`src/rtl/todclk_pkg.sv`:
```
`timescale 1ns / 1ps
// ----------------------------------------------------------------------------
// todclk_pkg
// Shared types, constants and display helpers for the time-of-day clock.
// ----------------------------------------------------------------------------
package todclk_pkg;

   localparam int unsigned TPS_W = 14;
   localparam logic [TPS_W-1:0] TPS_RESET = 14'd10000;

   localparam logic [5:0] SEC_WRAP  = 6'd60;
   localparam logic [5:0] MIN_WRAP  = 6'd60;
   localparam logic [4:0] HOUR_WRAP = 5'd24;

   localparam logic [7:0] LCD_SET_ADDR = 8'h80;
   localparam logic [7:0] ADDR_SEC     = 8'h06;
   localparam logic [7:0] ADDR_MIN     = 8'h03;
   localparam logic [7:0] ADDR_HOUR    = 8'h00;
   localparam logic [7:0] ASCII_ZERO   = 8'h30;
   localparam logic [7:0] ASCII_COLON  = 8'h3A;

   localparam int unsigned IDX_W = 5;

   typedef enum logic [1:0] {
      RUN_SEC  = 2'd0,
      RUN_MIN  = 2'd1,
      RUN_HOUR = 2'd2,
      RUN_DAY  = 2'd3
   } run_level_type;

   typedef struct packed {
      logic [2:0] tens;
      logic [3:0] ones;
   } digit_pair_type;

   typedef struct packed {
      run_level_type level;
      logic [2:0]    sec_tens;
      logic [3:0]    sec_ones;
      logic [2:0]    min_tens;
      logic [3:0]    min_ones;
      logic [1:0]    hour_tens;
      logic [3:0]    hour_ones;
   } run_desc_type;

   typedef struct packed {
      logic         push;
      run_desc_type desc;
   } queue_wr_type;

   typedef struct packed {
      logic         valid;
      run_desc_type desc;
   } queue_rd_type;

   typedef struct packed {
      logic [7:0] lcd_byte;
      logic       is_data;
   } lcd_entry_type;

   function automatic digit_pair_type to_digits(input logic [5:0] v);
      digit_pair_type d;
      logic [5:0]     tens_part;
      if (v >= 6'd60) begin
         d.tens = 3'd6;
      end else if (v >= 6'd50) begin
         d.tens = 3'd5;
      end else if (v >= 6'd40) begin
         d.tens = 3'd4;
      end else if (v >= 6'd30) begin
         d.tens = 3'd3;
      end else if (v >= 6'd20) begin
         d.tens = 3'd2;
      end else if (v >= 6'd10) begin
         d.tens = 3'd1;
      end else begin
         d.tens = 3'd0;
      end
      tens_part = {d.tens, 3'b000} + {2'b00, d.tens, 1'b0};
      d.ones = 4'(v - tens_part);
      return d;
   endfunction

   function automatic logic [IDX_W-1:0] last_index(input run_level_type level);
      logic [IDX_W-1:0] r;
      case (level)
         RUN_SEC:  r = 5'd2;
         RUN_MIN:  r = 5'd8;
         RUN_HOUR: r = 5'd17;
         RUN_DAY:  r = 5'd26;
         default:  r = 5'd2;
      endcase
      return r;
   endfunction

   function automatic lcd_entry_type byte_at(input logic [IDX_W-1:0] idx,
                                             input run_desc_type d);
      lcd_entry_type e;
      e.is_data  = 1'b1;
      e.lcd_byte = ASCII_ZERO;
      case (idx) inside
         5'd0: begin
            e.lcd_byte = LCD_SET_ADDR | ADDR_SEC;
            e.is_data  = 1'b0;
         end
         5'd3: begin
            e.lcd_byte = LCD_SET_ADDR | ADDR_MIN;
            e.is_data  = 1'b0;
         end
         5'd9, 5'd18: begin
            e.lcd_byte = LCD_SET_ADDR | ADDR_HOUR;
            e.is_data  = 1'b0;
         end
         5'd1:  e.lcd_byte = ASCII_ZERO | {5'b0, d.sec_tens};
         5'd2:  e.lcd_byte = ASCII_ZERO | {4'b0, d.sec_ones};
         5'd4:  e.lcd_byte = ASCII_ZERO | {5'b0, d.min_tens};
         5'd5:  e.lcd_byte = ASCII_ZERO | {4'b0, d.min_ones};
         5'd10: e.lcd_byte = ASCII_ZERO | {6'b0, d.hour_tens};
         5'd11: e.lcd_byte = ASCII_ZERO | {4'b0, d.hour_ones};
         5'd6, 5'd12, 5'd15, 5'd21, 5'd24: e.lcd_byte = ASCII_COLON;
         default: e.lcd_byte = ASCII_ZERO;
      endcase
      return e;
   endfunction

endpackage

```
`src/rtl/todclk_if.sv`:
```
`timescale 1ns / 1ps
// ----------------------------------------------------------------------------
// todclk_if
// Valid/ready channel interfaces for the tick, display and register ports.
// ----------------------------------------------------------------------------
interface todclk_req_if;
   logic valid;
   logic ready;
   logic overflow_event;
   modport source (output valid, output overflow_event, input ready);
   modport sink   (input valid, input overflow_event, output ready);
endinterface

interface todclk_rsp_if;
   logic       valid;
   logic       ready;
   logic [7:0] lcd_byte;
   logic       is_data;
   logic       last;
   modport source (output valid, output lcd_byte, output is_data, output last, input ready);
   modport sink   (input valid, input lcd_byte, input is_data, input last, output ready);
endinterface

interface todclk_csr_if;
   logic        valid;
   logic        ready;
   logic [13:0] ticks_per_second;
   modport source (output valid, output ticks_per_second, input ready);
   modport sink   (input valid, input ticks_per_second, output ready);
endinterface

```
`src/rtl/time_of_day_clock_lcd_update.sv`:
```
`timescale 1ns / 1ps
// ----------------------------------------------------------------------------
// time_of_day_clock_lcd_update
// HH:MM:SS clock driven by timer overflow items, emitting character-LCD bytes.
// ----------------------------------------------------------------------------
// The tick port takes one item every cycle while the run queue has room. Each
// second produces one run of 3, 9, 18 or 27 LCD bytes (set-address commands,
// ASCII digits and colons); the display sequencer sends one byte per cycle
// from its output register while the display port is ready. Up to QUEUE_DEPTH
// finished seconds wait between the counters and the sequencer; the tick port
// drops ready only while that queue is full. The ticks_per_second register
// resets to 10000 and is written through the csr port at any time.
module time_of_day_clock_lcd_update #(
   parameter int unsigned QUEUE_DEPTH = 4
) (
   input  logic         clock,
   input  logic         reset,
   todclk_req_if.sink   req_ch,
   todclk_rsp_if.source rsp_ch,
   todclk_csr_if.sink   csr_ch
);

   todclk_pkg::queue_wr_type queue_wr;
   todclk_pkg::queue_rd_type head;
   logic                     queue_full;
   logic                     pop;

   todclk_front u_front (
      .clock      (clock),
      .reset      (reset),
      .req_ch     (req_ch),
      .csr_ch     (csr_ch),
      .queue_full (queue_full),
      .queue_wr   (queue_wr)
   );

   todclk_queue #(
      .DEPTH (QUEUE_DEPTH)
   ) u_queue (
      .clock    (clock),
      .reset    (reset),
      .queue_wr (queue_wr),
      .pop      (pop),
      .full     (queue_full),
      .head     (head)
   );

   todclk_back u_back (
      .clock  (clock),
      .reset  (reset),
      .head   (head),
      .pop    (pop),
      .rsp_ch (rsp_ch)
   );

   a_last_is_data: assert property (@(posedge clock) disable iff (reset)
      rsp_ch.valid && rsp_ch.last |-> rsp_ch.is_data)
      else $error("last byte of a run is not character data");

   a_cmd_has_addr_flag: assert property (@(posedge clock) disable iff (reset)
      rsp_ch.valid && !rsp_ch.is_data |-> rsp_ch.lcd_byte[7])
      else $error("command byte without set-address flag");

   a_data_is_digit: assert property (@(posedge clock) disable iff (reset)
      rsp_ch.valid && rsp_ch.is_data |->
         (rsp_ch.lcd_byte >= todclk_pkg::ASCII_ZERO) &&
         (rsp_ch.lcd_byte <= todclk_pkg::ASCII_COLON))
      else $error("data byte is neither digit nor colon");

   a_no_push_when_full: assert property (@(posedge clock) disable iff (reset)
      queue_wr.push |-> !queue_full)
      else $error("run pushed into a full queue");

endmodule

```
`src/rtl/todclk_front.sv`:
```
`timescale 1ns / 1ps
// ----------------------------------------------------------------------------
// todclk_front
// Prescaler and time counters; classifies each second into a display run.
// ----------------------------------------------------------------------------
module todclk_front (
   input  logic                    clock,
   input  logic                    reset,
   todclk_req_if.sink              req_ch,
   todclk_csr_if.sink              csr_ch,
   input  logic                    queue_full,
   output todclk_pkg::queue_wr_type queue_wr
);

   logic [todclk_pkg::TPS_W-1:0] tps_ff, tps_in;
   logic [todclk_pkg::TPS_W-1:0] count_ff, count_in;
   logic [5:0] sec_ff, sec_in;
   logic [5:0] min_ff, min_in;
   logic [4:0] hour_ff, hour_in;

   logic [todclk_pkg::TPS_W:0] count_sum;
   logic       tick;
   logic       fire;
   logic [5:0] sec_inc;
   logic [5:0] min_inc;
   logic [4:0] hour_inc;
   logic       wrap_s;
   logic       wrap_m;
   logic       wrap_h;
   todclk_pkg::digit_pair_type sec_d, min_d, hour_d;

   assign req_ch.ready = !queue_full;
   assign csr_ch.ready = 1'b1;

   assign tick      = req_ch.valid && req_ch.ready && req_ch.overflow_event;
   assign count_sum = {1'b0, count_ff} + 15'd1;
   assign fire      = count_sum >= {1'b0, tps_ff};

   assign sec_inc  = sec_ff + 6'd1;
   assign min_inc  = min_ff + 6'd1;
   assign hour_inc = hour_ff + 5'd1;
   assign wrap_s   = sec_inc == todclk_pkg::SEC_WRAP;
   assign wrap_m   = wrap_s && (min_inc == todclk_pkg::MIN_WRAP);
   assign wrap_h   = wrap_m && (hour_inc == todclk_pkg::HOUR_WRAP);

   assign sec_d  = todclk_pkg::to_digits(sec_inc);
   assign min_d  = todclk_pkg::to_digits(min_inc);
   assign hour_d = todclk_pkg::to_digits({1'b0, hour_inc});

   always_comb begin
      tps_in   = csr_ch.valid ? csr_ch.ticks_per_second : tps_ff;
      count_in = count_ff;
      sec_in   = sec_ff;
      min_in   = min_ff;
      hour_in  = hour_ff;
      if (tick) begin
         if (!fire) begin
            count_in = count_sum[todclk_pkg::TPS_W-1:0];
         end else begin
            count_in = '0;
            sec_in   = wrap_s ? 6'd0 : sec_inc;
            if (wrap_s) begin
               min_in = wrap_m ? 6'd0 : min_inc;
            end
            if (wrap_m) begin
               hour_in = wrap_h ? 5'd0 : hour_inc;
            end
         end
      end
   end

   always_comb begin
      queue_wr.push           = tick && fire;
      queue_wr.desc.sec_tens  = sec_d.tens;
      queue_wr.desc.sec_ones  = sec_d.ones;
      queue_wr.desc.min_tens  = min_d.tens;
      queue_wr.desc.min_ones  = min_d.ones;
      queue_wr.desc.hour_tens = hour_d.tens[1:0];
      queue_wr.desc.hour_ones = hour_d.ones;
      if (wrap_h) begin
         queue_wr.desc.level = todclk_pkg::RUN_DAY;
      end else if (wrap_m) begin
         queue_wr.desc.level = todclk_pkg::RUN_HOUR;
      end else if (wrap_s) begin
         queue_wr.desc.level = todclk_pkg::RUN_MIN;
      end else begin
         queue_wr.desc.level = todclk_pkg::RUN_SEC;
      end
   end

   always_ff @(posedge clock) begin
      if (reset) begin
         tps_ff   <= todclk_pkg::TPS_RESET;
         count_ff <= '0;
         sec_ff   <= '0;
         min_ff   <= '0;
         hour_ff  <= '0;
      end else begin
         tps_ff   <= tps_in;
         count_ff <= count_in;
         sec_ff   <= sec_in;
         min_ff   <= min_in;
         hour_ff  <= hour_in;
      end
   end

endmodule

```
`src/rtl/todclk_queue.sv`:
```
`timescale 1ns / 1ps
// ----------------------------------------------------------------------------
// todclk_queue
// Short queue of display run descriptors between front and back.
// ----------------------------------------------------------------------------
module todclk_queue #(
   parameter int unsigned DEPTH = 4
) (
   input  logic                     clock,
   input  logic                     reset,
   input  todclk_pkg::queue_wr_type queue_wr,
   input  logic                     pop,
   output logic                     full,
   output todclk_pkg::queue_rd_type head
);

   localparam int unsigned PTR_W = (DEPTH > 1) ? $clog2(DEPTH) : 1;
   localparam int unsigned CNT_W = $clog2(DEPTH + 1);

   todclk_pkg::run_desc_type mem [DEPTH];

   logic [PTR_W-1:0] wr_ptr_ff, wr_ptr_in;
   logic [PTR_W-1:0] rd_ptr_ff, rd_ptr_in;
   logic [CNT_W-1:0] count_ff, count_in;
   logic             do_push;
   logic             do_pop;

   assign full       = count_ff == CNT_W'(DEPTH);
   assign head.valid = count_ff != '0;
   assign head.desc  = mem[rd_ptr_ff];
   assign do_push    = queue_wr.push && !full;
   assign do_pop     = pop && head.valid;

   always_comb begin
      wr_ptr_in = wr_ptr_ff;
      rd_ptr_in = rd_ptr_ff;
      count_in  = count_ff;
      if (do_push) begin
         wr_ptr_in = (wr_ptr_ff == PTR_W'(DEPTH - 1)) ? '0 : wr_ptr_ff + 1'b1;
      end
      if (do_pop) begin
         rd_ptr_in = (rd_ptr_ff == PTR_W'(DEPTH - 1)) ? '0 : rd_ptr_ff + 1'b1;
      end
      if (do_push && !do_pop) begin
         count_in = count_ff + 1'b1;
      end else if (do_pop && !do_push) begin
         count_in = count_ff - 1'b1;
      end
   end

   always_ff @(posedge clock) begin
      if (do_push) begin
         mem[wr_ptr_ff] <= queue_wr.desc;
      end
   end

   always_ff @(posedge clock) begin
      if (reset) begin
         wr_ptr_ff <= '0;
         rd_ptr_ff <= '0;
         count_ff  <= '0;
      end else begin
         wr_ptr_ff <= wr_ptr_in;
         rd_ptr_ff <= rd_ptr_in;
         count_ff  <= count_in;
      end
   end

endmodule

```
`src/rtl/todclk_back.sv`:
```
`timescale 1ns / 1ps
// ----------------------------------------------------------------------------
// todclk_back
// Display sequencer: expands each run descriptor into LCD bytes.
// ----------------------------------------------------------------------------
module todclk_back (
   input  logic                     clock,
   input  logic                     reset,
   input  todclk_pkg::queue_rd_type head,
   output logic                     pop,
   todclk_rsp_if.source             rsp_ch
);

   logic [todclk_pkg::IDX_W-1:0] idx_ff, idx_in;
   logic       rsp_valid_ff, rsp_valid_in;
   logic [7:0] byte_ff, byte_in;
   logic       is_data_ff, is_data_in;
   logic       last_ff, last_in;

   logic                      advance;
   logic                      is_last;
   todclk_pkg::lcd_entry_type entry;

   assign advance = !rsp_valid_ff || rsp_ch.ready;
   assign entry   = todclk_pkg::byte_at(idx_ff, head.desc);
   assign is_last = idx_ff == todclk_pkg::last_index(head.desc.level);
   assign pop     = advance && head.valid && is_last;

   assign rsp_ch.valid    = rsp_valid_ff;
   assign rsp_ch.lcd_byte = byte_ff;
   assign rsp_ch.is_data  = is_data_ff;
   assign rsp_ch.last     = last_ff;

   always_comb begin
      idx_in       = idx_ff;
      rsp_valid_in = rsp_valid_ff;
      byte_in      = byte_ff;
      is_data_in   = is_data_ff;
      last_in      = last_ff;
      if (advance) begin
         rsp_valid_in = head.valid;
         if (head.valid) begin
            byte_in    = entry.lcd_byte;
            is_data_in = entry.is_data;
            last_in    = is_last;
            idx_in     = is_last ? '0 : idx_ff + 1'b1;
         end
      end
   end

   always_ff @(posedge clock) begin
      if (reset) begin
         idx_ff       <= '0;
         rsp_valid_ff <= 1'b0;
      end else begin
         idx_ff       <= idx_in;
         rsp_valid_ff <= rsp_valid_in;
      end
   end

   always_ff @(posedge clock) begin
      byte_ff    <= byte_in;
      is_data_ff <= is_data_in;
      last_ff    <= last_in;
   end

endmodule

```
`src/flat_wrapper.sv`:
```
// flat-port wrapper written by rule: the top's interface ports become plain ports
module time_of_day_clock_lcd_update_flat 
#(
   parameter int unsigned QUEUE_DEPTH = 4
)
  (clock, reset, req_ch_valid, req_ch_overflow_event, req_ch_ready, rsp_ch_valid, rsp_ch_lcd_byte, rsp_ch_is_data, rsp_ch_last, rsp_ch_ready, csr_ch_valid, csr_ch_ticks_per_second, csr_ch_ready);
  todclk_req_if req_ch_i ();
  todclk_rsp_if rsp_ch_i ();
  todclk_csr_if csr_ch_i ();
  input  logic clock;
  input  logic reset;
  input wire logic [$bits(req_ch_i.valid)-1:0] req_ch_valid;
  input wire logic [$bits(req_ch_i.overflow_event)-1:0] req_ch_overflow_event;
  output wire logic [$bits(req_ch_i.ready)-1:0] req_ch_ready;
  output wire logic [$bits(rsp_ch_i.valid)-1:0] rsp_ch_valid;
  output wire logic [$bits(rsp_ch_i.lcd_byte)-1:0] rsp_ch_lcd_byte;
  output wire logic [$bits(rsp_ch_i.is_data)-1:0] rsp_ch_is_data;
  output wire logic [$bits(rsp_ch_i.last)-1:0] rsp_ch_last;
  input wire logic [$bits(rsp_ch_i.ready)-1:0] rsp_ch_ready;
  input wire logic [$bits(csr_ch_i.valid)-1:0] csr_ch_valid;
  input wire logic [$bits(csr_ch_i.ticks_per_second)-1:0] csr_ch_ticks_per_second;
  output wire logic [$bits(csr_ch_i.ready)-1:0] csr_ch_ready;
  assign req_ch_i.valid = req_ch_valid;
  assign req_ch_i.overflow_event = req_ch_overflow_event;
  assign req_ch_ready = req_ch_i.ready;
  assign rsp_ch_valid = rsp_ch_i.valid;
  assign rsp_ch_lcd_byte = rsp_ch_i.lcd_byte;
  assign rsp_ch_is_data = rsp_ch_i.is_data;
  assign rsp_ch_last = rsp_ch_i.last;
  assign rsp_ch_i.ready = rsp_ch_ready;
  assign csr_ch_i.valid = csr_ch_valid;
  assign csr_ch_i.ticks_per_second = csr_ch_ticks_per_second;
  assign csr_ch_ready = csr_ch_i.ready;
  time_of_day_clock_lcd_update #(.QUEUE_DEPTH(QUEUE_DEPTH)) u_core (.clock(clock), .reset(reset), .req_ch(req_ch_i), .rsp_ch(rsp_ch_i), .csr_ch(csr_ch_i));
endmodule
```
`config.mk`:
```
export PLATFORM = sky130hd
export DESIGN_NAME = time_of_day_clock_lcd_update_flat
export DESIGN_NICKNAME = d
export VERILOG_FILES = /design/src/rtl/todclk_pkg.sv /design/src/rtl/todclk_if.sv /design/src/rtl/time_of_day_clock_lcd_update.sv /design/src/rtl/todclk_front.sv /design/src/rtl/todclk_queue.sv /design/src/rtl/todclk_back.sv /design/src/flat_wrapper.sv
export SDC_FILE = /design/constraint.sdc
export NUM_CORES = 1
export LEC_CHECK = 0
export ABC_AREA = 1
export BUFFER_PORTS_ARGS = -buffer_cell sky130_fd_sc_hd__buf_2
export CORE_MARGIN = 10
export CORE_UTILIZATION = 40
export CTS_CLUSTER_DIAMETER = 50
export DETAILED_ROUTE_END_ITERATION = 8
export GPL_ROUTABILITY_DRIVEN = 0
export PLACE_DENSITY_LB_ADDON = 0.12
export SYNTH_ARGS = -nofsm -noshare
export SYNTH_HDL_FRONTEND = slang
export SYNTH_HIERARCHICAL = 1
export SYNTH_SLANG_ARGS = --single-unit
```
`constraint.sdc`:
```
create_clock -name clock -period 6.2 [get_ports clock]
set_clock_uncertainty 0.05 [all_clocks]
set_input_delay 0.62 -clock clock [delete_from_list [all_inputs] [get_ports clock]]
set_output_delay 0.62 -clock clock [all_outputs]
set_load 0.1 [all_outputs]
```
# Word-level counts from Yosys, hierarchy flattened
# Memories as Yosys holds them, arrays and structs flattened. A register that Yosys moved wholly into a read port is not among the register bits.
# Cells that the tools add are included.
# classes
eq_ne	24
order_cmp	19
reduce_logical	30
n_mux	45
n_addsub	15
# op_table
operator	count
$mux 8	5
$mux 3	13
$ge 6x6->1 const B	6
$eq 5x4->1 const B	5
$ge 6x5->1 const B	4
$mux 2	12
$eq 5x5->1 const B	4
$pmux 5 s4	1
$ge 5x6->1 const B	3
$add 14x1->15 const B	1
$eq 5x3->1 const B	3
$ge 15x14->1	1
$mux 14	1
$add 4x4->4	3
$add 6x1->6 const B	2
$eq 6x6->1 const B	2
$ge 6x4->1 const B	2
$mux 6	2
$sub 4x4->4	3
$logic_and 1x1->1	11
$add 5x1->5 const B	2
$eq 5x2->1 const B	2
$ge 5x5->1 const B	2
$mux 5	2
23 further kinds	41
# word_totals
output_inout_bits	13
n_memories	1
register_bits	68
elab_cells	151
ram_bits	88
in_bits	20
# mem_list
memory	words	word_bits	rd	rd_ports_with_merged_regs	wr	line	source
u_core.u_queue.mem	4	22	1	1	1	todclk_queue.sv:20	todclk_pkg::run_desc_type mem [DEPTH];

# Depth between registers and ports, before layout
# Gate-level depths: netlist of the first run.
# logic_depth
word_depth	11
depth_mapped	29

# Cells and area by module
# Netlist of the first run, hierarchy kept.
# modules_own_cells
mod	area_per_inst_um2	seq_area_each_um2	instances	cells_each
todclk_queue	3802.4	2822.7	1	283
todclk_front	3259.4	900.9	1	497
todclk_back	1227.4	360.3	1	168

# Worst setup path after synthesis of the first run
# No wires, ideal clock.
# synth_timing
path_kind	register to register
start	register u_core/u_front/count_ff[0] in the netlist's numbering
end	memory u_core/u_queue/mem[0][0] in the netlist's numbering, enable pin
period_less_slack_ns	3.776
required_time_ns	5.749
setup_time_ns	0.401
path_slack_ns	2.424
stages_incl_launch_ff	16
arrival_ns	3.326
cell_sequence	dfxtp_1 -> ha_1 -> nand2_2 -> nor3_1 -> nand4_1 -> xor2_1 -> inv_1 -> ha_1 -> nand2_1 -> nor2_1 -> nand4_2 -> nand3_4 -> nand2_2 -> inv_1 -> nand2_1 -> nor2_1
# synth_rtl
item	line	source
from (decl)	todclk_front.sv:16	logic [todclk_pkg::TPS_W-1:0] count_ff, count_in;
from (signal assigned)	todclk_front.sv:100	count_ff <= count_in;
to (decl)	todclk_queue.sv:20	

==> impl.org, run 1 <==
** CTS
- In this run the number of H-tree levels came out at 4.
- The clock reaches the later pin of the worst-skew pair after roughly 0.43 ns.
- Maximum buffer depth of the clock tree :: 2
- CTS saw 156 sinks.
- After clock tree synthesis, the clock-pin slew on the worst setup and hold paths is 0.06 ns.
- Setup bufs post-CTS :: 0
- Number of buffers added by the clock tree synthesis step :: 17
- The cell sitting at the root of the clock tree is a clkbuf_16.
- For this design, the CTS-stage hold fixing added 0 buffers.
- TritonCTS clock tree :: yes
- The number of gates resized after CTS was 0.

** Setup path
- Series of cell instances along the critical path :: ha_1 > nand2_2 > nor3_1 > nand2_1 > xor2_1 > inv_1 > ha_1 > nand2_1 > nand2_1 > nand2_1 > nand2_1 > nand4_1 > nand2_1 > inv_1 > nand3_4 > nand2_2 > inv_1 > nand2_1 > inv_1 > ha_1 > inv_1 > fa_1 > o21ai_0 > nor2_1
- Crit-path slowest cell :: dfxtp_1
- The worst setup path is of the reg2reg kind.
- Together, buffers and inverters on the worst path number 5.
- Startpoint Class :: flip-flop
- For this run, the slowest stage of the critical path takes a little over 0.4 ns.
- Of all nets on the critical path, the largest fanout is 14.
- The cell that appears most often on the critical path is nand2_1.
- CP Capture Type :: flip-flop
- Kind of cell with the highest combined delay on the critical path :: simple AND/OR/NAND/NOR gates
- Data arrival time of the critical path :: 4.45 ns
- For the worst setup path, the data required time is 6.47 ns.

** GRT
- Maximum number of pins on one net before global-route repair :: between 40 and 50
- Gr ovfl total :: 0
- GRT Overall Usage :: a little over an eighth
- The first global-routing pass estimated about 29000 microns of wire.
- The number of antenna violations at the first check in global routing is 0.
- The number of global-route vias before repair is approximately 5.7k.

** Power
- In this run the power density over the cells is 234 mW/mm^2.
- In this run the static leakage power is approximately 3.8 nW.
- Power comes to ~2.1 mW.
- Maximum ir drop on the vdd rail :: approximately 0.00018 V

** Logic synthesis
- Flip-flop and latch count after synthesis :: 156
- Net Count, Synth :: approximately 1.0k
- The netlist uses 47 different library cells.
- The synthesized design devotes to its leading area cell type around a third of total area.
- Syn avg cell area :: roughly 8.7 sq um
- Counting every instance in the synthesized netlist gives around 950.
- Largest cells by area after synthesis :: edfxtp_1, dfxtp_1, nand2_1
- Most instantiated flip-flop cell in the synthesis netlist :: edfxtp_1
- Yosys mapped a number of flops with a built-in enable equal to 96.
- Biggest area consumer among synthesized cells :: edfxtp_1
- After synthesis the cells add up to around 0.0083 sq mm.
- Share of flip-flops with an asynchronous set or reset after synthesis :: 0%
- For this run, the number of Yosys warnings is 6.
- Seq/Total Area, Yosys :: around half

** Cells and area
- Total number of nets in the final design :: just over 1k
- Fraction of final layout cells with drive strength greater than 1 :: between 10% and 20%
- The finished cells cover approximately 0.0092 sq mm.
- Leaving out fill and tap cells, the most frequent cell in the layout is nand2_1.
- Antenna diode count :: 0
- Growth of design area from synthesis to finish :: 10.7%
- The top cell types in the final layout, fill and taps aside, are nand2_1, inv_1, nor2_1, edfxtp_1, dfxtp_1.

** Placed design
- Count of buffers inserted at the top-level ports :: 30
- Placement Cell Area :: roughly 0.0086 sq mm
- After legalization and detailed placement, the total HPWL measured approximately 12000 microns.

** Die
- Starting density of the core :: about two fifths
- Row generation in the floorplan step produced between 50 and 60 rows.
- In this run the count of I/O pins placed on the die edge is 33.
- The total area inside the core boundary comes to 0.0203 sq mm.
- Die ar. :: 0.0269 sq mm
- Height of the die :: 164 microns
- The floorplan step set the die width to 164 microns.

** Drt
- Routed Wire Length :: between 15000 and 20000 microns
- Violation count after the first detailed-routing iteration :: around 320
- Detailed-routing iteration count for the pre-antenna-repair pass :: 5
- Routed vias/inst :: 4.77
- Remaining DRCs :: 0
- Post-route antenna net violation count :: 0
- In the final routed layout, each cell accounts on average for around 14 microns.
- Vias :: 6001

** STA
- Based on the critical path, the design can be clocked at up to 0.239 GHz.
- Final worst path period need :: approximately 4.2 ns
- Headroom to the max-slew limit came out at between 50% and 60%.
- Setup violations remaining at the end of the flow were counted as 0.
- Count of pins over their slew limit :: 0
- Slew @ Worst Pin :: around 0.72 ns
- Fin Setup TNS :: 0 ns
- The count of final hold-check violations is 0.
- RSZ-0062 raised after global routing :: no
- Of the available clock period, the critical path in the final layout requires just under 70%.

** Worst hold path
- The tightest min-delay check is of the in2reg type.

** Job
- Across the run, the number of max-cap violations was 0.

** Run status
- The flow ran to the end, and the final reports show no timing, DRC or antenna violations.
sequential cells by signal, summed over array words and instances, names as in the netlist, named ones only:
| name | flops |
|---|---|
| u_core/u_queue/mem | 88 |
| u_core/u_front/count_ff | 14 |
| u_core/u_front/tps_ff | 14 |
| u_core/u_back/rsp_ch.lcd_byte | 6 |
| u_core/u_front/min_ff | 6 |
| u_core/u_front/sec_ff | 6 |
| u_core/u_back/idx_ff | 5 |
| u_core/u_front/hour_ff | 5 |
| u_core/u_queue/count_ff | 3 |
| u_core/u_queue/rd_ptr_ff | 2 |
| u_core/u_queue/wr_ptr_ff | 2 |
| u_core/u_back/rsp_ch.is_data | 1 |
| u_core/u_back/rsp_ch.last | 1 |
| u_core/u_back/rsp_ch.valid | 1 |
final cells by class:
| cell class | instances | area, sq um |
|---|---|---|
| Clock buffer | 18 | 429 |
| Clock inverter | 14 | 135 |
| Fill cell | 1986 | 11100 |
| Inverter | 126 | 493 |
| Multi-Input combinational cell | 636 | 3490 |
| Sequential cell | 156 | 4080 |
| Tap cell | 270 | 338 |
| Timing Repair Buffer | 37 | 203 |
logic make-up after synthesis:
logic type,Yosys count,share of synthesized area [%]
AO/OA/AOI/OAI,163,10.7
XOR/XNOR,29,3.06
adder cells (fa/ha/maj),40,6.13
buffers and inverters,156,8.71
flip-flops,156,49.3
other,2,0.0906
AND/OR/NAND/NOR,402,22.0
report_power, final:
part	total, mW	switching (mW)	internal (mW)
registers	1.10	0.00231	1.10
logic	0.0531	0.0366	0.0164
clock network	0.994	0.433	0.561
total	2.14	0.472	1.67
worst min-delay path, cell delays in order:
cell and delay, ns:
buf_2 0.08, a21oi_1 0.05, o21ai_0 0.06
Yosys cell counts (19+ instances only):
| cell | n |
|---|---|
| inv_1 | 116 |
| a21oi_1 | 57 |
| nand2_1 | 187 |
| o21ai_0 | 56 |
| dfxtp_1 | 60 |
| edfxtp_1 | 96 |
| nor2_1 | 116 |
| o21ai_1 | 19 |
| xor2_1 | 21 |
| o22ai_1 | 22 |
| ha_1 | 39 |
| nand4_1 | 22 |
| nand3_1 | 29 |
layer usage:
layer	vias to the layer above	share of wire [%]	GRT usage, %
li1	3177	-	-
met5	-	0	0
met3	11	3.5	2.98
met1	2720	47	16.3
met2	93	48	22.2
met4	0	1.1	4.63
metrics by stage:
stage / util, % / setup slack (ns) / hold WS (ns) / std cells
floorplan: - / 2.42 / 0.385 / 948
global placement: 42.4 / 2.19 / 0.406 / 1225
detailed placement: 42.4 / 2.04 / 0.407 / 1225
CTS: 45.2 / 2.01 / 0.351 / 1257
global route: 45.2 / 1.54 / 0.365 / 1257
finish: 45.2 / 2.02 / 0.366 / 1257
worst paths after layout:
path,from,slack (ns),end,cells after the start
max,u_core/u_front/count_ff[0],2.02,u_core/u_queue/count_ff[1],24
min,csr_ch_ticks_per_second[4],0.37,u_core/u_front/tps_ff[4],3
max reg2reg,u_core/u_front/count_ff[0],2.02,u_core/u_queue/count_ff[1],24
min reg2reg,u_core/u_front/tps_ff[11],0.42,u_core/u_front/tps_ff[11],2
Note: power is estimated with default switching activity, not from simulation.
==> inputs of run 2 (changes only) <==
Clock period 6.2 ns to 4 ns, I/O delays scaled along.
==> run 2 against run 1 <==
  * Clock power up 54%
  * Via count down 0.30%
  * Design area up 0.82%
  * Sequential share of layout area down 0.32 points
  * Power up 55%
  * Setup slack worse by 1.7 ns
  * Global-route usage up 0.11 points
  * Sequential power up 55%
  * Hold slack worse by 0.22 ns
  * Wire length up 1.2%
  * Core utilization up 0.37 points
  * Largest power group unchanged
  * Highest routed layer unchanged
==> impl.org, run 2 (synthesis gave the netlist of run 1 again) <==
** CTS
- TritonCTS built the clock tree.
- CTS placed an instance of clkbuf_16 at the clock tree root.
- Maximum buffer depth of the clock tree :: 2 (unchanged)
- CTS hold repair buffers :: 0 (unchanged)
- Clk_lat worst skew :: 0.42 ns (about the same)
- # H-tree levels :: 4 (unchanged)
- Clock sink count :: 156 (unchanged)
- CTS clk-pin slew, worst paths :: 0.06 ns (about the same)
- Number of buffers added by the clock tree synthesis step :: 17 (unchanged)

** GRT
- The number of global-route vias before repair was 5646 (-1.3%).
- The largest net degree at the start of global routing was 45 (-2.2%).
- Initial antenna violation count :: 0 (unchanged)
- The total routing usage reported by global routing was 13.3% (+0.11 points).
- Global-route wire length before repair :: 28700 microns (+0.70%)
- Gr ovfl total :: 0 (unchanged)

** STA
- RSZ-0062 raised after global routing :: no
- The count of final hold-check violations is 0 (unchanged).
- WHS :: 0.151 ns (-0.215 ns)
- Final worst path period need :: 3.66 ns (-0.523 ns)
- The slack of the critical path was 0.343 ns (-1.68 ns).
- Fin Setup TNS :: 0 ns (unchanged)
- The timing-limited maximum frequency was 0.273 GHz (+14%).
- The tightest slew margin relative to the limit is 55.1% (+3.6 points).
- Count of pins over their slew limit :: 0 (unchanged)
- Share of the cycle needed by the critical path after routing :: 91.4% (+24 points)
- Slew @ Worst Pin :: 0.673 ns (-0.0522 ns)
- Count of final setup violators :: 0 (unchanged)

** Setup path
- Reg-to-reg critical path startpoint :: u_core/u_front/count_ff[4]
- Crit-path slowest cell :: fa_1
- The setup path with the least slack is of type reg2reg.
- Cell with the most instances on the worst path :: nand2_1
- Reg-to-reg critical path endpoint :: u_core/u_queue/count_ff[1]
- WP data required :: 4.26 ns (-2.21 ns)
- Data arrival time of the critical path :: 3.92 ns (-0.53 ns)
- The kind of cell with the highest combined delay along the critical path is simple AND/OR/NAND/NOR gates.
- Number of cells on the worst reg-to-reg path :: 25 (+4.2%)
- Number of buffers and inverters on the critical path :: 5 (unchanged)
- The slack of the worst reg-to-reg path was 0.34 ns (-1.68 ns).
- The largest incremental delay on the critical path is 0.41 ns (about the same).
- STA classifies the critical path endpoint as a flip-flop.
- Maximum net fanout on the critical path :: 7 (-7)
- STA classifies the critical path startpoint as a flip-flop.

** Drt
- The iteration-0 DRC count of the detailed router is 302 (-4.4%).
- Routed Wire Length :: 17400 microns (+1.2%)
- The final routed DRC violation total was 0 (unchanged).
- Detailed-routing iteration count for the pre-antenna-repair pass :: 5 (unchanged)
- The vias after detailed routing came to 5983 (-0.30%).
- Per-cell routed wire length :: 13.8 microns (+0.73%)
- The mean number of vias per cell is 4.74 (-0.77%).
- The final antenna-violating net count was 0 (unchanged).

** Cells and area
- Total number of nets in the final design :: 1040 (+0.58%)
- Leading cell type in the layout, fill and taps excluded :: nand2_1
- Number of fill cells :: 1962 (-1.2%)
- The largest registers in the layout are u_core/u_queue/mem: 88 flops, u_core/u_front/count_ff: 14 flops, u_core/u_front/tps_ff: 14 flops.
- The flip-flop count of the largest register, all copies and words added came to 88 (unchanged).
- Largest register by flop count :: u_core/u_queue/mem
- The number of inserted diodes came to 0 (unchanged).
- The footprint of the multi-input gates is 0.00352 sq mm (+0.68%).
- The post-route non-filler standard cell count is 1263 (+0.48%).
- Growth of design area from synthesis to finish :: 11.6%
- The proportion of layout cells with a drive suffix above 1 came to 13.8% (+1.2 points).
- Register cell area after layout :: 0.00409 sq mm (about the same)
- The library cells used most frequently in the layout, excluding fill and tap cells, are nand2_1, inv_1, nor2_1, edfxtp_1.

** Power
- Leakage dissipation :: 3.84 nW (+1.4%)
- Total power divided by cell area :: 359 mW/mm^2 (+53%)
- PnR Total Power :: 3.32 mW (+55%)
- Maximum ir drop on the vdd rail :: 0.000256 V (+44%)

** Worst hold path
- Min-Delay Endpoint :: u_core/u_front/tps_ff[4]
- The number of instances on the worst hold path is 3 (unchanged).
- Classification of the worst-slack hold path :: in2reg
- Startpoint of the tightest hold check path :: csr_ch_ticks_per_second[4]

** Die
- The chip width was 164 microns (unchanged).
- The starting density of the core is 40.8% (unchanged).
- Placement row count :: 52 (unchanged)
- IO Pins :: 33 (unchanged)
- The core box area is 0.0203 sq mm (unchanged).
- The die height was 164 microns (unchanged).
- The die area came to 0.0269 sq mm (unchanged).

** Job
- The max-cap check violation count came to 0 (unchanged).

** Placed design
- Placed cell count :: 1228 (+0.24%)
- The worst slack at placement came to 0.106 ns (-1.94 ns).
- Count of buffers inserted at the top-level ports :: 30 (unchanged)
- Detailed placement HPWL :: 12100 microns (+0.58%)

** Run status
- Result of the run :: complete, no violations
==> run 2: cell types whose count changed in the layout (fill, tap and decap cells not counted), moves of 2 or more <==
cell / change
nand2_4: +2
dfxtp_2: +3
buf_4: +6
dfxtp_1: -3
==> run 2: layer usage <==
| metal | vias to the layer above | global-route usage [%] | wire length, microns |
|---|---|---|---|
| met5 | - | 0 | 0 |
| met4 | 0 | 5.12 | 159 |
| met3 | 12 | 2.43 | 433 |
| met2 | 63 | 21.3 | 8400 |
| met1 | 2712 | 17.5 | 8430 |
| li1 | 3196 | - | - |
==> run 2: timing repair <==
action | CTS | global route
setup endpoints to repair | 0 | 91
resized for setup | 0 | 10
setup buffers | 0 | 3
hold endpoints to repair | 0 | 0
==> run 2: metrics by stage <==
stage / util (%) / area, sq um
after floorplan: - / 8290
after global placement: 42.5 / 8630
after detailed placement: 42.5 / 8630
after CTS: 45.3 / 9200
after global routing: 45.6 / 9250
final: 45.6 / 9250
==> run 2: worst max-delay path by stage <==
stage / startpoint / to / slack, ns / depth (start not counted)
global placement: u_core/u_front/count_ff[0] / u_core/u_queue/count_ff[2] / 0.21 / 24
global route: u_core/u_front/count_ff[0] / u_core/u_queue/count_ff[1] / 0.02 / 25
floorplan: u_core/u_front/count_ff[0] / u_core/u_queue/mem[0][0] / 0.22 / 15
CTS: u_core/u_front/count_ff[0] / u_core/u_queue/count_ff[2] / 0.06 / 24
finish: u_core/u_front/count_ff[4] / u_core/u_queue/count_ff[1] / 0.34 / 25
detailed placement: u_core/u_front/count_ff[0] / u_core/u_queue/count_ff[2] / 0.11 / 24
==> run 2: worst register-to-register path, delay by kind of cell, from the launching register on <==
| kind | cells | cell delay, ns |
|---|---|---|
| AND/OR/NAND/NOR | 15 | 1.43 |
| adder cells (fa/ha/maj) | 3 | 0.90 |
| buffers and inverters | 5 | 0.42 |
| flip-flops | 1 | 0.37 |
| XOR/XNOR | 1 | 0.23 |
| AO/OA/AOI/OAI | 1 | 0.14 |
==> run 2: final cells by class <==
| cell class | count | share of cell area, % |
|---|---|---|
| repair buffers | 43 | 2.68 |
| clock inverters | 15 | 1.49 |
| multi-input cells | 636 | 38.0 |
| inverters | 126 | 5.37 |
| well taps | 270 | 3.65 |
| clock buffers | 17 | 4.60 |
| flip-flops and latches | 156 | 44.2 |
==> run 2: power breakdown <==
part           internal (mW)  switching (mW)  leakage, nW
logic                 0.0257          0.0576         2.32
registers               1.70         0.00348         1.25
clock network          0.865           0.667        0.271
